### config.mk
export PLATFORM = sky130hd
export DESIGN_NAME = touch_slot_table_top
export DESIGN_NICKNAME = d
export VERILOG_FILES = /design/src/rtl/tst_pkg.sv /design/src/rtl/touch_slot_table_top.sv /design/src/rtl/tst_front.sv /design/src/rtl/tst_queue.sv /design/src/rtl/tst_back.sv
export SDC_FILE = /design/constraint.sdc
export NUM_CORES = 1
export LEC_CHECK = 0
export ABC_AREA = 1
export BUFFER_PORTS_ARGS = -buffer_cell sky130_fd_sc_hd__buf_2
export CORE_ASPECT_RATIO = 1.5
export CORE_MARGIN = 10
export CORE_UTILIZATION = 40
export CTS_CLUSTER_SIZE = 24
export DETAILED_ROUTE_END_ITERATION = 8
export PLACE_DENSITY_LB_ADDON = 0.15
export REMOVE_ABC_BUFFERS = 1
export SLEW_MARGIN = 20
export SYNTH_ARGS = -nofsm -noshare
export SYNTH_HDL_FRONTEND = slang
export SYNTH_SLANG_ARGS = --single-unit
### constraint.sdc
create_clock -name clk_i -period 3.35 [get_ports clk_i]
set_clock_uncertainty 0.15 [all_clocks]
set_input_delay 0.335 -clock clk_i [delete_from_list [all_inputs] [get_ports clk_i]]
set_output_delay 0.335 -clock clk_i [all_outputs]
set_load 0.01 [all_outputs]
### src/rtl/tst_pkg.sv
package tst_pkg;

  localparam int SLOTS      = 2;
  localparam int SLOT_IDX_W = (SLOTS > 1) ? $clog2(SLOTS) : 1;
  localparam int ID_W       = 7;
  localparam int KEY_W      = 8;
  localparam int POS_W      = 16;
  localparam int SEL_W      = 4;
  localparam int QDEPTH     = 2;
  localparam int QPTR_W     = (QDEPTH > 1) ? $clog2(QDEPTH) : 1;
  localparam int QCNT_W     = $clog2(QDEPTH + 1);

  typedef enum logic [1:0] {
    OP_CLEAR = 2'd0,
    OP_START = 2'd1,
    OP_STOP  = 2'd2,
    OP_MOVE  = 2'd3
  } op_e;

  typedef struct packed {
    op_e              op;
    logic [KEY_W-1:0] key;
    logic [POS_W-1:0] pos_x;
    logic [POS_W-1:0] pos_y;
    logic [SEL_W-1:0] slot_index;
  } cmd_t;

  typedef struct packed {
    logic [ID_W-1:0]  new_id;
    logic             start_failed;
    logic             hit;
    logic             rep_active;
    logic [ID_W-1:0]  rep_id;
    logic [POS_W-1:0] rep_x;
    logic [POS_W-1:0] rep_y;
  } res_t;

endpackage

### src/rtl/touch_slot_table_top.sv
// Beats pass the front register and the queue into the result register.
// Throughput: one beat per cycle; front register, 2-entry queue and
//   result register each stall on their own.
// Reset (rst_ni low, async): all slots free, ids, coordinates and the id
//   counter zeroed, every queue emptied; no clearing pass.
module touch_slot_table_top import tst_pkg::*; (
  input  logic             clk_i,
  input  logic             rst_ni,
  input  logic             push,
  output logic             full,
  input  logic [1:0]       op_i,
  input  logic [KEY_W-1:0] touch_id_i,
  input  logic [POS_W-1:0] pos_x_i,
  input  logic [POS_W-1:0] pos_y_i,
  input  logic [SEL_W-1:0] slot_index_i,
  output logic             empty,
  input  logic             pop,
  output logic [ID_W-1:0]  new_id_o,
  output logic             start_failed_o,
  output logic             hit_o,
  output logic             rep_active_o,
  output logic [ID_W-1:0]  rep_id_o,
  output logic [POS_W-1:0] rep_x_o,
  output logic [POS_W-1:0] rep_y_o
);

  cmd_t f_cmd, q_cmd;
  logic f_valid, f_ready, q_valid, q_ready;
  res_t res;

  tst_front u_front (
    .clk_i        (clk_i),
    .rst_ni       (rst_ni),
    .push_i       (push),
    .full_o       (full),
    .op_i         (op_i),
    .touch_id_i   (touch_id_i),
    .pos_x_i      (pos_x_i),
    .pos_y_i      (pos_y_i),
    .slot_index_i (slot_index_i),
    .cmd_o        (f_cmd),
    .cmd_valid_o  (f_valid),
    .cmd_ready_i  (f_ready)
  );

  tst_queue u_queue (
    .clk_i       (clk_i),
    .rst_ni      (rst_ni),
    .in_i        (f_cmd),
    .in_valid_i  (f_valid),
    .in_ready_o  (f_ready),
    .out_o       (q_cmd),
    .out_valid_o (q_valid),
    .out_ready_i (q_ready)
  );

  tst_back u_back (
    .clk_i       (clk_i),
    .rst_ni      (rst_ni),
    .cmd_i       (q_cmd),
    .cmd_valid_i (q_valid),
    .cmd_ready_o (q_ready),
    .res_o       (res),
    .empty_o     (empty),
    .pop_i       (pop)
  );

  assign new_id_o       = res.new_id;
  assign start_failed_o = res.start_failed;
  assign hit_o          = res.hit;
  assign rep_active_o   = res.rep_active;
  assign rep_id_o       = res.rep_id;
  assign rep_x_o        = res.rep_x;
  assign rep_y_o        = res.rep_y;

endmodule

### src/rtl/tst_front.sv
module tst_front import tst_pkg::*; (
  input  logic             clk_i,
  input  logic             rst_ni,
  input  logic             push_i,
  output logic             full_o,
  input  logic [1:0]       op_i,
  input  logic [KEY_W-1:0] touch_id_i,
  input  logic [POS_W-1:0] pos_x_i,
  input  logic [POS_W-1:0] pos_y_i,
  input  logic [SEL_W-1:0] slot_index_i,
  output cmd_t             cmd_o,
  output logic             cmd_valid_o,
  input  logic             cmd_ready_i
);

  logic valid_q;
  cmd_t cmd_q, cmd_d;
  logic accept;

  assign full_o = valid_q & ~cmd_ready_i;
  assign accept = push_i & ~full_o;

  // move compares on the low 7 bits only; stop keeps all 8
  always_comb begin
    cmd_d.op         = op_e'(op_i);
    cmd_d.key        = touch_id_i;
    cmd_d.pos_x      = pos_x_i;
    cmd_d.pos_y      = pos_y_i;
    cmd_d.slot_index = slot_index_i;
    unique case (op_e'(op_i))
      OP_MOVE: cmd_d.key = {1'b0, touch_id_i[ID_W-1:0]};
      default: cmd_d.key = touch_id_i;
    endcase
  end

  always_ff @(posedge clk_i or negedge rst_ni) begin
    if (!rst_ni) begin
      valid_q <= 1'b0;
    end else if (accept) begin
      valid_q <= 1'b1;
    end else if (cmd_ready_i) begin
      valid_q <= 1'b0;
    end
  end

  always_ff @(posedge clk_i) begin
    if (accept) begin
      cmd_q <= cmd_d;
    end
  end

  assign cmd_o       = cmd_q;
  assign cmd_valid_o = valid_q;

endmodule

### src/rtl/tst_queue.sv
module tst_queue import tst_pkg::*; (
  input  logic clk_i,
  input  logic rst_ni,
  input  cmd_t in_i,
  input  logic in_valid_i,
  output logic in_ready_o,
  output cmd_t out_o,
  output logic out_valid_o,
  input  logic out_ready_i
);

  cmd_t              mem_q [QDEPTH];
  logic [QPTR_W-1:0] wr_ptr_q, rd_ptr_q;
  logic [QCNT_W-1:0] cnt_q;
  logic              wr, rd;

  assign in_ready_o  = (cnt_q != QCNT_W'(QDEPTH));
  assign out_valid_o = (cnt_q != '0);
  assign wr          = in_valid_i & in_ready_o;
  assign rd          = out_valid_o & out_ready_i;
  assign out_o       = mem_q[rd_ptr_q];

  function automatic logic [QPTR_W-1:0] ptr_inc(input logic [QPTR_W-1:0] p);
    ptr_inc = (p == QPTR_W'(QDEPTH - 1)) ? '0 : p + 1'b1;
  endfunction

  always_ff @(posedge clk_i or negedge rst_ni) begin
    if (!rst_ni) begin
      wr_ptr_q <= '0;
      rd_ptr_q <= '0;
      cnt_q    <= '0;
    end else begin
      if (wr) wr_ptr_q <= ptr_inc(wr_ptr_q);
      if (rd) rd_ptr_q <= ptr_inc(rd_ptr_q);
      if (wr && !rd) begin
        cnt_q <= cnt_q + 1'b1;
      end else if (rd && !wr) begin
        cnt_q <= cnt_q - 1'b1;
      end
    end
  end

  always_ff @(posedge clk_i) begin
    if (wr) begin
      mem_q[wr_ptr_q] <= in_i;
    end
  end

endmodule

### src/rtl/tst_back.sv
module tst_back import tst_pkg::*; (
  input  logic clk_i,
  input  logic rst_ni,
  input  cmd_t cmd_i,
  input  logic cmd_valid_i,
  output logic cmd_ready_o,
  output res_t res_o,
  output logic empty_o,
  input  logic pop_i
);

  logic [SLOTS-1:0] used_q, used_d;
  logic [ID_W-1:0]  ident_q [SLOTS];
  logic [ID_W-1:0]  ident_d [SLOTS];
  logic [POS_W-1:0] x_q [SLOTS];
  logic [POS_W-1:0] x_d [SLOTS];
  logic [POS_W-1:0] y_q [SLOTS];
  logic [POS_W-1:0] y_d [SLOTS];
  logic [ID_W-1:0]  next_q, next_d;
  logic             res_valid_q;
  res_t             res_q, res_d;
  logic             take;
  logic             found;
  logic [SLOT_IDX_W-1:0] idx, sel;
  logic             sel_ok;

  assign cmd_ready_o = ~res_valid_q | pop_i;
  assign take        = cmd_valid_i & cmd_ready_o;
  assign sel_ok      = ({1'b0, cmd_i.slot_index} < (SEL_W + 1)'(SLOTS));
  assign sel         = SLOT_IDX_W'(cmd_i.slot_index);

  always_comb begin
    used_d  = used_q;
    ident_d = ident_q;
    x_d     = x_q;
    y_d     = y_q;
    next_d  = next_q;
    found   = 1'b0;
    idx     = '0;
    res_d   = '0;
    unique case (cmd_i.op)
      OP_CLEAR: begin
        used_d = '0;
        next_d = '0;
        for (int i = 0; i < SLOTS; i++) begin
          ident_d[i] = '0;
          x_d[i]     = '0;
          y_d[i]     = '0;
        end
      end
      OP_START: begin
        for (int i = 0; i < SLOTS; i++) begin
          if (!found && !used_q[i]) begin
            found = 1'b1;
            idx   = SLOT_IDX_W'(i);
          end
        end
        if (found) begin
          used_d[idx]  = 1'b1;
          ident_d[idx] = next_q;
          x_d[idx]     = cmd_i.pos_x;
          y_d[idx]     = cmd_i.pos_y;
          next_d       = next_q + 1'b1;
          res_d.new_id = next_q;
        end else begin
          res_d.start_failed = 1'b1;
        end
      end
      OP_STOP, OP_MOVE: begin
        for (int i = 0; i < SLOTS; i++) begin
          if (!found && used_q[i] && ({1'b0, ident_q[i]} == cmd_i.key)) begin
            found = 1'b1;
            idx   = SLOT_IDX_W'(i);
          end
        end
        res_d.hit = found;
        if (found) begin
          if (cmd_i.op == OP_STOP) begin
            used_d[idx] = 1'b0;
          end else begin
            x_d[idx] = cmd_i.pos_x;
            y_d[idx] = cmd_i.pos_y;
          end
        end
      end
      default: ;
    endcase
    if (sel_ok) begin
      res_d.rep_active = used_d[sel];
      res_d.rep_id     = used_d[sel] ? ident_d[sel] : '0;
      res_d.rep_x      = x_d[sel];
      res_d.rep_y      = y_d[sel];
    end
  end

  always_ff @(posedge clk_i or negedge rst_ni) begin
    if (!rst_ni) begin
      used_q      <= '0;
      next_q      <= '0;
      res_valid_q <= 1'b0;
      for (int i = 0; i < SLOTS; i++) begin
        ident_q[i] <= '0;
        x_q[i]     <= '0;
        y_q[i]     <= '0;
      end
    end else begin
      if (take) begin
        used_q      <= used_d;
        ident_q     <= ident_d;
        x_q         <= x_d;
        y_q         <= y_d;
        next_q      <= next_d;
        res_valid_q <= 1'b1;
      end else if (pop_i) begin
        res_valid_q <= 1'b0;
      end
    end
  end

  always_ff @(posedge clk_i) begin
    if (take) begin
      res_q <= res_d;
    end
  end

  assign res_o   = res_q;
  assign empty_o = ~res_valid_q;

endmodule

==> results.sh <==
export IMPL_synth_area_leader_cell="edfxtp_1"
export IMPL_required_ns=3.51
export IMPL_dp_cells=1989
export IMPL_vias=10900
export IMPL_drc=0
export IMPL_p_leak_nw=7.10
export IMPL_cts_root_buf="clkbuf_16"
export IMPL_critical_path_class="reg2reg"
export IMPL_use_met1_pct=20.5
export IMPL_nets=1701
export IMPL_port_buffers=100
export IMPL_grt_usage_pct=17.4
export IMPL_instances_no_fill=2091
export IMPL_rows=82
export IMPL_clkSinkCount=280
export IMPL_syn_area_mm2=0.0136
export IMPL_antenna_cells=0
export IMPL_startpoint_type="flip-flop"
export IMPL_grt_pass1_wl_um=58400
export IMPL_yosysTopAreaCellShare_pct=41.3
export IMPL_max_freq_ghz=0.326
export IMPL_drt_pass1_iter_count=5
export IMPL_area_growth_pct=18.2
export IMPL_setup_tns_ns=0
export IMPL_grt_max_degree=152
export IMPL_final_cell_mix="420 x nand2_1, 187 x edfxtp_1, 142 x inv_1, 132 x nor2_1, 130 x nand3_1"
export IMPL_status="finished, final reports clean"
export IMPL_h_tree_depth=1
export IMPL_min_path_type="in2reg"
export IMPL_drv_slew=0
export IMPL_hpwl_um=22700
export IMPL_use_met2_pct=30.7
export IMPL_power_density_mw_per_mm2=976
export IMPL_avgSynthCellArea_um2=8.89
export IMPL_setup_viol=0
export IMPL_hold_ws_ns=0.0269
export IMPL_grt_setup_unrepaired="false"
export IMPL_hold_viol=0
export IMPL_grt_overflow=0
export IMPL_synth_seq_cells=280
export IMPL_postCtsSetupBuffers=0
export IMPL_crit_arrival_ns=3.23
export IMPL_cts_buffer_depth=3
export IMPL_ys_types=39
export IMPL_synth_area_leaders="edfxtp_1 41%, dfrtp_1 17%, nand2_1 12%"
export IMPL_worst_slew_pin_slew_ns=0.833
export IMPL_insertion_delay_ns=0.56
export IMPL_via_per_inst=5.22
export IMPL_layout_commonest_cell="nand2_1"
export IMPL_ant_nets=0
export IMPL_cap_violations=0
export IMPL_place_gp_congestion=0.880
export IMPL_yosysWarnings=0
export IMPL_layout_drive_gt1_share_pct=12.6
export IMPL_ir_drop_uv=757
export IMPL_cts_made_buffers=29
export IMPL_drt_wl_total_um=36800
export IMPL_start_util_pct=40.6
export IMPL_coreArea_mm2=0.0335
export IMPL_yosysSeqAreaShare_pct=58.4
export IMPL_antenna_found_initial=0
export IMPL_path_max_fanout=27
export IMPL_grt_busiest_layer="met2"
export IMPL_grt_util_met3_pct=2.76
export IMPL_die_area_mm2=0.0420
export IMPL_path_clk_slew_ns=0.06
export IMPL_die_h_um=246
export IMPL_fin_crit_sh_pct=91.5
export IMPL_period_minus_slack_ns=3.07
export IMPL_endpoint_kind="flip-flop"
export IMPL_wl_per_cell_um=17.6
export IMPL_slew_headroom_pct=44.4
export IMPL_cts_tree="built"
export IMPL_boundaryPins=101
export IMPL_grt_pass1_vias=11000
export IMPL_synthCells=1531
export IMPL_drt_iter0_markers=752
export IMPL_die_x_um=171
-- worst paths after layout --
check	startpoint	to	slack, ns	depth (start not counted)
worst min register to register	u_front.cmd_o[19]	u_queue.mem_q[1][19]	0.29	0
max in group asynchronous	rst_ni	u_back.res_valid_q	2.07	3
worst min-delay path	touch_id_i[7]	u_front.cmd_o[43]	0.03	2
min in group asynchronous	rst_ni	u_back.ident_q[7]	0.26	2
worst max register to register	u_queue.rd_ptr_q	u_back.res_o[4]	0.28	13
worst max-delay path	u_queue.rd_ptr_q	u_back.res_o[4]	0.28	13
-- layout make-up --
cell class	instances	area, µm²
repair buffers	181	1320
clock inverters	20	274
inverters	151	574
multi-input cells	1006	4690
clock buffers	33	751
well taps	420	526
flip-flops and latches	280	7950
fillers	3112	17500
-- where the power goes --
group,internal (mW),switching [mW]
Sequential,5.14,0.586
Clock,2.14,1.37
Combinational,1.89,4.59
-- routing by layer --
metal / vias to the layer above / share of wire [%]
met5: - / 0
met4: 0 / 3.4
met3: 76 / 5.0
met2: 282 / 51
met1: 5163 / 41
li1: 5402 / -
-- metrics by stage --
stage | util [%] | setup slack, ns | power, mW | instance area (µm²)
4_1_cts | 47.9 | 0.172 | 15.8 | 16100
3_5_place_dp | 43.4 | 0.193 | 12.2 | 14600
5_1_grt | 48.0 | 0.0457 | 16.9 | 16100
6_report | 48.0 | 0.284 | 15.7 | 16100
3_3_place_gp | 43.4 | 0.253 | 12.2 | 14600
2_1_floorplan | - | -2.40 | 9.88 | 13200
-- state kept, by name, indices dropped and copies added, names as in the netlist --
name and flops:
u_queue.cnt_q 2, u_back.ident_q 14, u_back.used_q 2, u_queue.wr_ptr_q 1
u_queue.rd_ptr_q 1, u_back.next_q 7, u_front.cmd_o 46, u_back.res_valid_q 1
u_back.y_q 32, u_back.x_q 32, u_back.res_o 49, u_queue.mem_q 92
u_front.cmd_valid_o 1
-- synthesized netlist by cell type --
cell type  count
o211ai_1       6
nand3_2        4
buf_4          1
mux2i_1        3
nor2_1       134
o21ai_1        2
o41ai_2        1
nor2_2         2
inv_1        145
nor2_4         1
o22ai_1       13
nor3_1         3
clkbuf_1      54
nand4_1       64
buf_8          1
a21boi_0       1
inv_6          1
nand3_4        2
o21ai_2        1
or4_1          1
xor2_1         2
nor3b_2        1
buf_6          8
buf_2         20
clkinv_1       1
nor3_2         1
dfrtp_1       93
xnor2_1        1
buf_1         11
nand3_1      130
a31oi_1       33
inv_2          4
a21oi_1       78
edfxtp_1     187
nor2_8         1
nand2_1      421
nand2_2        5
ha_1           2
o21ai_0       92
-- cell families after synthesis --
logic type               synth area share, %
AO/OA/AOI/OAI                           9.01
flip-flops                              58.4
AND/OR/NAND/NOR                         24.5
buffers and inverters                   7.56
multiplexers                           0.221
adder cells (fa/ha/maj)                0.184
XOR/XNOR                               0.193
-- worst max-delay path, stage by stage, from the launching register on --
cell and delay, ns:
dfrtp_4 0.59, inv_6 0.24, nand2_1 0.14, nand2_1 0.13, nor2_1 0.05, nor2_1 0.14, nand2_1 0.11, nor2_4 0.43
buf_4 0.35, nand4_1 0.13, nand3_1 0.11, nand2_1 0.10, nor2_1 0.10, nor2_1 0.05
-- what timing repair did --
action,4_1_cts,5_1_grt
resized for setup,0,2
hold buffers,48,0
setup endpoints to repair,0,5
hold endpoints to repair,99,0
(Power assumes the default switching activity.)
